**src/rtl/itoa_pkg.sv**
```systemverilog
// Shared types, constants and helpers for the integer-to-radix-ASCII block.
// No dependencies; imported by itoa_div, integer_to_radix_ascii_core and itoa_chk.
`default_nettype none

package itoa_pkg;

  localparam int RADIX_W   = 6;
  localparam int CHAR_W    = 7;
  localparam int LEN_W     = 6;
  localparam int STEP_BITS = 4;

  localparam logic [RADIX_W-1:0] RADIX_MIN   = 6'd2;
  localparam logic [RADIX_W-1:0] RADIX_MAX   = 6'd36;
  localparam logic [RADIX_W-1:0] RADIX_DEC   = 6'd10;
  localparam logic [RADIX_W-1:0] RADIX_RESET = 6'd10;

  localparam logic [CHAR_W-1:0] CHAR_ZERO    = 7'h30;
  localparam logic [CHAR_W-1:0] CHAR_LOWER_A = 7'h61;
  localparam logic [CHAR_W-1:0] CHAR_MINUS   = 7'h2d;
  localparam logic [CHAR_W-1:0] DIGIT_ALPHA  = 7'd10;

  typedef struct packed {
    logic done;
    logic quot_zero;
  } div_stat_t;

  function automatic logic [RADIX_W-1:0] sat_radix(input logic [RADIX_W-1:0] r);
    if (r < RADIX_MIN) begin
      return RADIX_MIN;
    end else if (r > RADIX_MAX) begin
      return RADIX_MAX;
    end
    return r;
  endfunction

  function automatic logic [CHAR_W-1:0] digit_char(input logic [RADIX_W-1:0] d);
    logic [CHAR_W-1:0] dx;
    dx = CHAR_W'(d);
    if (dx < DIGIT_ALPHA) begin
      return CHAR_ZERO + dx;
    end
    return CHAR_LOWER_A + dx - DIGIT_ALPHA;
  endfunction

endpackage

`default_nettype wire

```
**src/rtl/itoa_ram.sv**
```systemverilog
// Generic single-write, single-read RAM with registered read data.
// No dependencies.
`default_nettype none

module itoa_ram #(
  parameter int WIDTH = 6,
  parameter int DEPTH = 32
) (
  input  logic                     clk,
  input  logic                     we,
  input  logic [$clog2(DEPTH)-1:0] waddr,
  input  logic [WIDTH-1:0]         wdata,
  input  logic [$clog2(DEPTH)-1:0] raddr,
  output logic [WIDTH-1:0]         rdata
);

  logic [WIDTH-1:0] mem [DEPTH];

  always_ff @(posedge clk) begin
    if (we) begin
      mem[waddr] <= wdata;
    end
    rdata <= mem[raddr];
  end

endmodule

`default_nettype wire

```
**src/rtl/itoa_div.sv**
```systemverilog
// Iterative divider: value by a 6-bit radix, STEP_BITS quotient bits a cycle.
// Depends on itoa_pkg.
`default_nettype none

module itoa_div #(
  parameter int VALUE_WIDTH = 32
) (
  input  logic                          clk,
  input  logic                          rst_n,
  input  logic                          start,
  input  logic [VALUE_WIDTH-1:0]        dividend,
  input  logic [itoa_pkg::RADIX_W-1:0]  divisor,
  output logic [VALUE_WIDTH-1:0]        quotient,
  output logic [itoa_pkg::RADIX_W-1:0]  remainder,
  output itoa_pkg::div_stat_t           stat
);
  import itoa_pkg::*;

  localparam int PW    = ((VALUE_WIDTH + STEP_BITS - 1) / STEP_BITS) * STEP_BITS;
  localparam int NSTEP = PW / STEP_BITS;
  localparam int CW    = $clog2(NSTEP);

  logic                 busy_r, busy_nxt;
  logic                 done_r, done_nxt;
  logic [CW-1:0]        cnt_r, cnt_nxt;
  logic [PW-1:0]        work_r, work_nxt;
  logic [RADIX_W-1:0]   rem_r, rem_nxt;
  logic [RADIX_W-1:0]   div_r, div_nxt;

  logic [RADIX_W:0]     trial;
  logic [RADIX_W-1:0]   rem_c;
  logic [STEP_BITS-1:0] q_c;

  always_comb begin
    rem_c = rem_r;
    q_c   = '0;
    trial = '0;
    for (int i = 0; i < STEP_BITS; i++) begin
      trial = {rem_c, work_r[PW-1-i]};
      if (trial >= {1'b0, div_r}) begin
        q_c[STEP_BITS-1-i] = 1'b1;
        trial = trial - {1'b0, div_r};
      end
      rem_c = trial[RADIX_W-1:0];
    end
  end

  always_comb begin
    busy_nxt = busy_r;
    done_nxt = 1'b0;
    cnt_nxt  = cnt_r;
    work_nxt = work_r;
    rem_nxt  = rem_r;
    div_nxt  = div_r;
    if (start) begin
      busy_nxt = 1'b1;
      cnt_nxt  = '0;
      work_nxt = PW'(dividend);
      rem_nxt  = '0;
      div_nxt  = divisor;
    end else if (busy_r) begin
      work_nxt = {work_r[PW-STEP_BITS-1:0], q_c};
      rem_nxt  = rem_c;
      cnt_nxt  = cnt_r + CW'(1);
      if (cnt_r == CW'(NSTEP - 1)) begin
        busy_nxt = 1'b0;
        done_nxt = 1'b1;
      end
    end
  end

  always_ff @(posedge clk) begin
    if (!rst_n) begin
      busy_r <= 1'b0;
      done_r <= 1'b0;
      cnt_r  <= '0;
    end else begin
      busy_r <= busy_nxt;
      done_r <= done_nxt;
      cnt_r  <= cnt_nxt;
    end
    work_r <= work_nxt;
    rem_r  <= rem_nxt;
    div_r  <= div_nxt;
  end

  assign quotient       = work_r[VALUE_WIDTH-1:0];
  assign remainder      = rem_r;
  assign stat.done      = done_r;
  assign stat.quot_zero = (work_r[VALUE_WIDTH-1:0] == '0);

endmodule

`default_nettype wire

```
**src/rtl/integer_to_radix_ascii_core.sv**
```systemverilog
// Integer to ASCII text in a configurable radix, top level.
// Depends on itoa_pkg, itoa_div and itoa_ram.
//
// Usage:
//   Input channel in_valid/in_ready/in_number takes one value per item.
//   Output channel out_valid/out_ready carries one character per item,
//   most significant first, with out_is_last on the final character and
//   out_text_length (characters incl. sign) on every one.
//   cfg_we/cfg_data write the radix (reset 10; below 2 acts as 2, above
//   36 as 36). In radix 10 a set sign bit gives '-' and the magnitude.
// Timing:
//   Each digit costs one pass of the shared 4-bit-per-cycle divider.
//   Each character is then read back from the digit RAM in the FETCH
//   state and loaded in the SHOW state once the output register is free.
//   in_ready is high only while idle; it rises once the last character
//   is loaded into the output register, even if that character waits.
// Reset: synchronous, clears the sequencer and output valid, radix = 10.
// Stall: a held out_ready freezes the output register; the sequencer waits in SIGN or SHOW, but division goes on.
`default_nettype none

module integer_to_radix_ascii_core #(
  parameter int VALUE_WIDTH = 32
) (
  input  logic                         clk,
  input  logic                         rst_n,
  input  logic                         in_valid,
  output logic                         in_ready,
  input  logic signed [31:0]           in_number,
  output logic                         out_valid,
  input  logic                         out_ready,
  output logic [itoa_pkg::CHAR_W-1:0]  out_text_char,
  output logic                         out_is_last,
  output logic [itoa_pkg::LEN_W-1:0]   out_text_length,
  input  logic                         cfg_we,
  input  logic [itoa_pkg::RADIX_W-1:0] cfg_data
);
  import itoa_pkg::*;

  localparam int AW    = $clog2(VALUE_WIDTH);
  localparam int CNT_W = $clog2(VALUE_WIDTH + 1);
  localparam int SUM_W = (CNT_W + 1 > LEN_W) ? CNT_W + 1 : LEN_W;

  localparam logic [2:0] ST_IDLE  = 3'd0;
  localparam logic [2:0] ST_DIV   = 3'd1;
  localparam logic [2:0] ST_SIGN  = 3'd2;
  localparam logic [2:0] ST_FETCH = 3'd3;
  localparam logic [2:0] ST_SHOW  = 3'd4;

  logic [2:0]         state_r, state_nxt;
  logic [RADIX_W-1:0] radix_r, radix_nxt;
  logic [RADIX_W-1:0] reff_r, reff_nxt;
  logic               neg_r, neg_nxt;
  logic [CNT_W-1:0]   ndig_r, ndig_nxt;
  logic [AW-1:0]      rd_ptr_r, rd_ptr_nxt;
  logic [LEN_W-1:0]   len_r, len_nxt;
  logic               out_valid_r, out_valid_nxt;
  logic [CHAR_W-1:0]  out_char_r, out_char_nxt;
  logic               out_last_r, out_last_nxt;
  logic [LEN_W-1:0]   out_len_r, out_len_nxt;

  logic [VALUE_WIDTH-1:0] num_w, in_mag;
  logic [RADIX_W-1:0]     in_reff;
  logic                   in_neg, accept, slot;
  logic [SUM_W-1:0]       len_sum;

  logic                   div_start;
  logic [VALUE_WIDTH-1:0] div_dividend, div_quot;
  logic [RADIX_W-1:0]     div_divisor, div_rem;
  div_stat_t              div_stat;

  logic                   ram_we;
  logic [RADIX_W-1:0]     ram_rdata;

  assign num_w   = VALUE_WIDTH'(in_number);
  assign in_reff = sat_radix(radix_r);
  assign in_neg  = (in_reff == RADIX_DEC) && num_w[VALUE_WIDTH-1];
  assign in_mag  = in_neg ? (~num_w + VALUE_WIDTH'(1)) : num_w;

  assign in_ready = (state_r == ST_IDLE);
  assign accept   = in_valid && in_ready;
  assign slot     = !out_valid_r || out_ready;
  assign len_sum  = SUM_W'(ndig_r) + SUM_W'(1) + SUM_W'(neg_r);

  assign div_start    = accept ||
                        ((state_r == ST_DIV) && div_stat.done && !div_stat.quot_zero);
  assign div_dividend = accept ? in_mag : div_quot;
  assign div_divisor  = accept ? in_reff : reff_r;
  assign ram_we       = (state_r == ST_DIV) && div_stat.done;

  itoa_div #(
    .VALUE_WIDTH(VALUE_WIDTH)
  ) u_div (
    .clk      (clk),
    .rst_n    (rst_n),
    .start    (div_start),
    .dividend (div_dividend),
    .divisor  (div_divisor),
    .quotient (div_quot),
    .remainder(div_rem),
    .stat     (div_stat)
  );

  itoa_ram #(
    .WIDTH(RADIX_W),
    .DEPTH(VALUE_WIDTH)
  ) u_digits (
    .clk  (clk),
    .we   (ram_we),
    .waddr(ndig_r[AW-1:0]),
    .wdata(div_rem),
    .raddr(rd_ptr_r),
    .rdata(ram_rdata)
  );

  always_comb begin
    state_nxt     = state_r;
    radix_nxt     = cfg_we ? cfg_data : radix_r;
    reff_nxt      = reff_r;
    neg_nxt       = neg_r;
    ndig_nxt      = ndig_r;
    rd_ptr_nxt    = rd_ptr_r;
    len_nxt       = len_r;
    out_valid_nxt = out_valid_r && !out_ready;
    out_char_nxt  = out_char_r;
    out_last_nxt  = out_last_r;
    out_len_nxt   = out_len_r;
    case (state_r)
      ST_IDLE: begin
        if (accept) begin
          neg_nxt   = in_neg;
          reff_nxt  = in_reff;
          ndig_nxt  = '0;
          state_nxt = ST_DIV;
        end
      end
      ST_DIV: begin
        if (div_stat.done) begin
          ndig_nxt = ndig_r + CNT_W'(1);
          if (div_stat.quot_zero) begin
            len_nxt    = len_sum[LEN_W-1:0];
            rd_ptr_nxt = ndig_r[AW-1:0];
            state_nxt  = ST_SIGN;
          end
        end
      end
      ST_SIGN: begin
        if (!neg_r) begin
          state_nxt = ST_FETCH;
        end else if (slot) begin
          out_valid_nxt = 1'b1;
          out_char_nxt  = CHAR_MINUS;
          out_last_nxt  = (len_r == LEN_W'(1));
          out_len_nxt   = len_r;
          state_nxt     = ST_FETCH;
        end
      end
      ST_FETCH: begin
        state_nxt = ST_SHOW;
      end
      ST_SHOW: begin
        if (slot) begin
          out_valid_nxt = 1'b1;
          out_char_nxt  = digit_char(ram_rdata);
          out_last_nxt  = (rd_ptr_r == '0);
          out_len_nxt   = len_r;
          if (rd_ptr_r == '0) begin
            state_nxt = ST_IDLE;
          end else begin
            rd_ptr_nxt = rd_ptr_r - AW'(1);
            state_nxt  = ST_FETCH;
          end
        end
      end
      default: begin
        state_nxt = ST_IDLE;
      end
    endcase
  end

  always_ff @(posedge clk) begin
    if (!rst_n) begin
      state_r     <= ST_IDLE;
      radix_r     <= RADIX_RESET;
      out_valid_r <= 1'b0;
    end else begin
      state_r     <= state_nxt;
      radix_r     <= radix_nxt;
      out_valid_r <= out_valid_nxt;
    end
    reff_r     <= reff_nxt;
    neg_r      <= neg_nxt;
    ndig_r     <= ndig_nxt;
    rd_ptr_r   <= rd_ptr_nxt;
    len_r      <= len_nxt;
    out_char_r <= out_char_nxt;
    out_last_r <= out_last_nxt;
    out_len_r  <= out_len_nxt;
  end

  assign out_valid       = out_valid_r;
  assign out_text_char   = out_char_r;
  assign out_is_last     = out_last_r;
  assign out_text_length = out_len_r;

endmodule

`default_nettype wire

```
**config.mk**
```make
export PLATFORM = sky130hd
export DESIGN_NAME = integer_to_radix_ascii_core
export DESIGN_NICKNAME = d
export VERILOG_FILES = /design/src/rtl/itoa_pkg.sv /design/src/rtl/itoa_ram.sv /design/src/rtl/itoa_div.sv /design/src/rtl/integer_to_radix_ascii_core.sv
export SDC_FILE = /design/constraint.sdc
export NUM_CORES = 1
export LEC_CHECK = 0
export BUFFER_PORTS_ARGS = -buffer_cell sky130_fd_sc_hd__buf_2
export CORE_AREA = 3 3 180 182
export DETAILED_ROUTE_END_ITERATION = 16
export DIE_AREA = 0 0 183 185
export MAX_ROUTING_LAYER = met4
export PLACE_DENSITY = 0.58
export SLEW_MARGIN = 30
export SYNTH_ARGS = -nofsm -noshare
export SYNTH_HDL_FRONTEND = slang
export SYNTH_SLANG_ARGS = --single-unit
```
**constraint.sdc**
```tcl
create_clock -name clk -period 10.2 [get_ports clk]
set_input_delay 2.04 -clock clk [delete_from_list [all_inputs] [get_ports clk]]
set_output_delay 2.04 -clock clk [all_outputs]
set_load 0.01 [all_outputs]
```
[Yosys cells after proc, flatten, opt, wreduce, memory -nomap -nowiden]
Memories as Yosys holds them, arrays and structs flattened. A register that Yosys moved wholly into a read port is not among the register bits.
Cells that the tools add are included.
Word-level totals
  output and inout bits: 16
  bits in writable memories: 192
  word-level logic and storage cells: 143
  register bits after elaboration: 97
  bits in read-only memories: 0
  latch bits: 0
  bits of input ports: 43
  memories kept: 1
Memories
  u_digits.mem: words 32, bits a word 6, rd ports 1, clocked after memory_dff 1, write ports 1, RTL line itoa_ram.sv:17  | logic [WIDTH-1:0] mem [DEPTH];
Cells by class
  shifts and indexed selects: 0
  multiplexer cells: 59
  add/subtract/negate cells: 13
  bitwise operators: 3
  div/mod/pow operators: 0
  order comparisons: 7
  $mul: 0
  reduce and logical (&&, ||, !) cells: 27
  equality and inequality tests: 16
Operators by type and width (number)
  32-bit two-way mux: 4
  6-bit two-way mux: 12
  7-bit two-way mux: 5
  32-bit by 1-bit adder with 32-bit output (second input constant): 1
  32-bit zero test: 1
  32-bit NOT: 1
  7-bit by 6-bit >= comparator with 1-bit output: 4
  6-bit case mux with 2 select lines: 2
  6-bit subtractor: 4
  1-bit two-way mux: 20
  5-bit two-way mux: 4
  3-bit two-way mux: 6
  3-bit case mux with 5 select lines: 1
  7-bit case mux with 2 select lines: 1
  6-bit by 1-bit adder with 6-bit output (second input constant): 2
  2-bit != test (second input constant): 6
  5-bit case mux with 2 select lines: 1
  5-bit AND reduction: 2
  2-bit nonzero test: 4
  6-bit by 6-bit adder with 7-bit output (first input constant): 1
  7-bit by 6-bit adder with 7-bit output (first input constant): 1
  7-bit by 4-bit subtractor with 7-bit output (second input constant): 1
  6-bit by 1-bit adder with 6-bit output: 1
  3-bit by 2-bit == test with 1-bit output (second input constant): 2
  other kinds (24): 38

[Logic depth before layout (Yosys ltp)]
  word-level depth: 10
  gate-level depth with buffers: 35
  gate-level depth less buffers: 34

[By module]
From an unflattened synthesis, not the netlist that was laid out.
Unflattened totals
  cell total of the unflattened synthesis: 1000
  area, all modules: 14292.5 um2
Modules (own cells, without submodules)
  itoa_ram: area each 7589.8 um2, instances 1, cells each 323, sequential area each 5885.6 um2
  integer_to_radix_ascii_core: area each 3382.0 um2, instances 1, cells each 387, sequential area each 1341.3 um2
  itoa_div: area each 3320.7 um2, instances 1, cells each 290, sequential area each 1361.3 um2

[Worst setup path before layout]
OpenSTA, ideal clock, no wires.
  kind: register to register
  start: register u_div.rem_r[0], in the netlist u_div.remainder[0]
  end: register u_div.rem_r[1], in the netlist u_div.remainder[1]
  arrival: 7666 ps
  clock period less this slack: 7754 ps
  required time: 10112 ps
  path slack: 2446 ps
  cell stages (with the launch flop): 34
  path through: dfxtp_1 -> ha_1 -> nor2b_4 -> o21ba_1 -> o21ai_1 -> o211a_2 -> mux2_2 -> inv_1 -> ha_1 -> nor2b_1 -> o31a_1 -> o311a_1 -> a311oi_4 -> inv_2 -> mux2_2 -> ha_1 -> a21o_1 -> a21oi_1 -> o21ai_0 -> a21oi_1 -> o31ai_1 -> a21o_2 -> buf_12 -> mux2i_1 -> ha_1 -> nor2b_1 -> o21a_1 -> o21ai_0 -> a21oi_1 -> a311o_1 -> a211oi_2 -> mux2_1 -> nand2_1 -> a311oi_2
Between the ends
  longest elaborated chain between the ends: 8
  elaborated cells between the ends (all ways): 12
  classes of those cells: 4 x add/sub; 4 x order compare; 4 x mux
Ends and longest elaborated chain
  from (decl): RTL line itoa_div.sv:27  | logic [RADIX_W-1:0] rem_r, rem_nxt;
  from (signal assigned): RTL line itoa_div.sv:83  | rem_r <= rem_nxt;
  6-bit subtractor / 7-bit by 6-bit >= comparator with 1-bit output (equally long branches): RTL line itoa_div.sv:42, itoa_div.sv:40
  6-bit two-way mux (*): RTL line itoa_div.sv:40  | if (trial >= {1'b0, div_r}) begin
  6-bit subtractor / 7-bit by 6-bit >= comparator with 1-bit output (equally long branches): RTL line itoa_div.sv:42, itoa_div.sv:40
  6-bit two-way mux (*): RTL line itoa_div.sv:40
  7-bit by 6-bit >= comparator with 1-bit output / 6-bit subtractor (equally long branches): RTL line itoa_div.sv:40, itoa_div.sv:42
  6-bit two-way mux (*): RTL line itoa_div.sv:40
  6-bit subtractor / 7-bit by 6-bit >= comparator with 1-bit output (equally long branches): RTL line itoa_div.sv:42, itoa_div.sv:40
  6-bit two-way mux (*): RTL line itoa_div.sv:40
Every way passes the cells marked *; elsewhere a longest branch is shown, timed or not.
A chain may end at the register's enable or synchronous reset.

[Worst setup path after layout]
  start: register u_div.div_r[1]
  end: register u_div.rem_r[1], in the netlist u_div.remainder[1]
Between the ends
  longest elaborated chain between the ends: 8
  elaborated cells between the ends (all ways): 12
  classes of those cells: 4 x add/sub; 4 x order compare; 4 x mux
Ends and longest elaborated chain
  from (decl): RTL line itoa_div.sv:28  | logic [RADIX_W-1:0] div_r, div_nxt;
  from (signal assigned): RTL line itoa_div.sv:84  | div_r <= div_nxt;
  6-bit subtractor / 7-bit by 6-bit >= comparator with 1-bit output (equally long branches): RTL line itoa_div.sv:42, itoa_div.sv:40
  6-bit two-way mux: RTL line itoa_div.sv:40
  6-bit subtractor / 7-bit by 6-bit >= comparator with 1-bit output (equally long branches): RTL line itoa_div.sv:42, itoa_div.sv:40
  6-bit two-way mux: RTL line itoa_div.sv:40
  7-bit by 6-bit >= comparator with 1-bit output / 6-bit subtractor (equally long branches): RTL line itoa_div.sv:40, itoa_div.sv:42
  6-bit two-way mux: RTL line itoa_div.sv:40
  6-bit subtractor / 7-bit by 6-bit >= comparator with 1-bit output (equally long branches): RTL line itoa_div.sv:42, itoa_div.sv:40
  6-bit two-way mux (*): RTL line itoa_div.sv:40
Marks and branches as above.

==> flow_summary.toml <==
[finish]
nFillCells = 2653
nets = 1115
design_area_um2 = 15600
multiInputGateArea_um2 = 4930
layout-drive-gt1-share_pct = 20.7
syn_to_final_growth_pct = 13.4
finish.utilization_pct = 50.9
seq_area_um2 = 8590
n_antenna_cell = 0
stdcell_count = 1449

[cts]
cts_setup_buffers = 0
cts_buffer_depth = 3
cts_inserted_buffers = 31
cts.sinks = 295
ctsRootBufferMaster = "clkbuf_16"
clock_latency_ns = 0.54
cts_resized = 0
ctsHoldBuffers = 0
cts_tree = "done"
htreeDepth = 1
clk_pin_slew_worst_paths_ns = 0.06

[sta]
setup-tns-final_ns = 0
drv_slew = 0
rsz0062_at_grt = "no"
period_needed_ns = 8.54
fin_skew_ns = 0.0144
finalCritPeriodShare_pct = 83.7
fmax_mhz = 117
setup_viol = 0
slew_headroom_pct = 40.6
max_slew.worst_pin.slew_ns = 0.885
final_hold_viol_count = 0
timing.hold.ws_ns = 0.454

[pwr]
switching_share_pct = 36.3
power_leakage_nw = 5.45
clkPwrFrac_pct = 22.7
p_per_area_nw_per_um2 = 336
pwr-share-seq_pct = 31.4
power.internal_mw = 3.35
switchingPower_mw = 1.91
ir_drop_v = 0.000334
combPwrFrac_pct = 45.9

[global_routing]
grt_pass1_vias = 8083
antenna_found_initial = 0
grt_pass1_wl_um = 46100
grt_max_degree = 51
grt-ovfl-total = 0
globalRouteTotalUtil_pct = 18.0

[yosys]
ys_seq_elements = 295
synth.avg_cell_area_um2 = 14.3
synthCells = 963
ys_types = 64
synth_edf_count = 268
async_reset_ff_share_pct = 0
ys_seq_area_share_pct = 62.2
syn-num-nets = 1049
synth_ff_type = "edfxtp_1"
syn-cell-area_um2 = 13800
ys_warn_count = 0

[flow_run]
drv_cap = 0

[worst_setup_path]
crit_top_cell = "ha_1"
cp-end-kind = "flop"
slowest_stage = "a311oi_4"
crit_type = "flop to flop"
crit_path_start_kind = "flop"
cp-startpoint = "u_div.div_r[1]$_DFFE_PN_"
rr_startpoint = "u_div.div_r[1]$_DFFE_PN_"
required_ns = 10.64
crit_path_max_incr_delay_ns = 0.56
crit_fanout = 10
arrival_ns = 8.98

[die]
start_util_pct = 44.9
die_h_um = 185
dieArea_um2 = 33900
die_w_um = 183
ios = 59
core_um2 = 30700
rows = 64

[place]
io_buffers = 58
gp_congestion = 0.838
hpwl_um = 19800
dp_cells = 1391
post_dp_cell_area_um2 = 14500

[min_path]
hold_start = "len_r[3]$_DFFE_PP_"
hold_class = "flop to flop"

[routing]
drtAntennaViolNets = 0
drc_errors = 0
drtIter0Drc = 671
wl_um = 29400
vias = 8070
firstDrtPassIters = 5
via_per_inst = 5.57
post_drt_wl_per_cell_um = 20.3

[run_status]
status = "complete, no violations"
==> final timing paths <==
kind	endpoint	slack, ns	depth (start not counted)
worst max-delay path	u_div.remainder[1]$_SDFFE_PN0P_	1.66	33
worst min-delay path	out_text_length[3]$_DFFE_PP_	0.45	0
worst max register to register	u_div.remainder[1]$_SDFFE_PN0P_	1.66	33
worst min register to register	out_text_length[3]$_DFFE_PP_	0.45	0
==> through the flow <==
| step | setup WS (ns) | power, mW |
|---|---|---|
| floorplan | 2.45 | 3.59 |
| finish | 1.66 | 5.25 |
| CTS | 1.74 | 5.26 |
| global placement | 1.94 | 4.05 |
| detailed placement | 1.80 | 4.06 |
| global route | 1.10 | 5.60 |
==> critical path, delay by kind of cell, from the launching register on <==
family,cells,cell delay (ns)
AOI/OAI and AO/OA,18,4.55
and+or+nand+nor,4,0.49
buffers and inverters,3,0.47
DFF,1,0.45
muxes,4,1.28
adders and majority gates,4,1.19
==> power groups by stage <==
stage	clock [mW]	combinational (mW)	sequential, mW
global placement	0	2.38	1.67
floorplan	0	1.93	1.66
CTS	1.22	2.40	1.65
finish	1.19	2.41	1.65
global route	1.26	2.67	1.66
detailed placement	0	2.38	1.67
==> synthesized netlist by cell type (11+ instances only) <==
cell type | count | area (um2)
a21oi_1 | 41 | 205
clkbuf_1 | 29 | 109
dfxtp_1 | 27 | 541
edfxtp_1 | 268 | 8050
ha_1 | 39 | 488
inv_1 | 34 | 128
mux2_2 | 17 | 191
mux2i_1 | 13 | 130
mux4_2 | 60 | 1350
nand2_1 | 71 | 267
nand2b_1 | 11 | 68.8
nor2_1 | 89 | 334
nor2b_1 | 13 | 81.3
nor3_1 | 15 | 75.1
o21ai_0 | 43 | 215
xnor2_1 | 36 | 315
xor2_1 | 19 | 166
==> cells by family after synthesis <==
logic type	share of synthesized area, %
mux	12.5
xor+xnor	3.49
fa+ha+maj	4.19
simple gates	9.15
compound gates	6.37
buf+inv	2.10
flops	62.2
==> state kept, by name, indices dropped and copies added, names as in the netlist, 6 cells and up <==
name             count
u_digits.mem       192
u_div.remainder      6
out_text_length      6
ndig_r               6
u_div.div_r          6
u_div.quotient      32
out_text_char        7
len_r                6
u_digits.rdata       6
radix_r              6
reff_r               6
==> layout by cell type (no fill, tap or decap), types with 3 or more instances in the layout <==
cell / Yosys / final
edfxtp_1: 268 / 268
nor2_1: 89 / 89
nand2_1: 71 / 71
mux4_2: 60 / 60
buf_2: 0 / 58
o21ai_0: 43 / 43
a21oi_1: 41 / 41
ha_1: 39 / 39
xnor2_1: 36 / 36
inv_1: 34 / 34
clkbuf_16: 0 / 32
dfxtp_1: 27 / 26
xor2_1: 19 / 19
mux2_2: 17 / 17
nor3_1: 15 / 14
nor2b_1: 13 / 13
mux2i_1: 13 / 13
nand2b_1: 11 / 11
buf_4: 0 / 11
nand3_1: 10 / 10
or3_1: 10 / 10
nor4_1: 10 / 10
o21a_1: 8 / 8
clkbuf_1: 29 / 7
a21o_1: 6 / 6
a211oi_1: 6 / 6
and2_1: 6 / 6
nand3b_1: 6 / 6
bufinv_16: 0 / 6
o21ai_1: 6 / 5
a31oi_1: 5 / 5
and3_1: 5 / 5
clkinv_2: 0 / 5
o31ai_1: 4 / 4
fa_1: 4 / 4
o31a_1: 3 / 3
nand4_1: 3 / 3
clkinv_4: 0 / 3
==> cell type report <==
cell class	instances	share of cell area, %
clock buffers	40	5.38
flip-flops and latches	295	54.9
well taps	396	3.17
multi-input cells	595	31.6
inverters	35	0.840
repair buffers	71	2.53
clock inverters	17	1.62
==> routing by layer <==
layer / routed length [um] / part of all wire, % / vias up / GRT usage, %
li1: - / - / 3793 / -
met2: 13600 / 46 / 223 / 28.2
met5: 0 / 0 / - / -
met1: 13300 / 45 / 4007 / 25.1
met4: 661 / 2.2 / 0 / 4.57
met3: 1840 / 6.3 / 47 / 2.79
No activity file was read; power rests on OpenSTA's default activity.
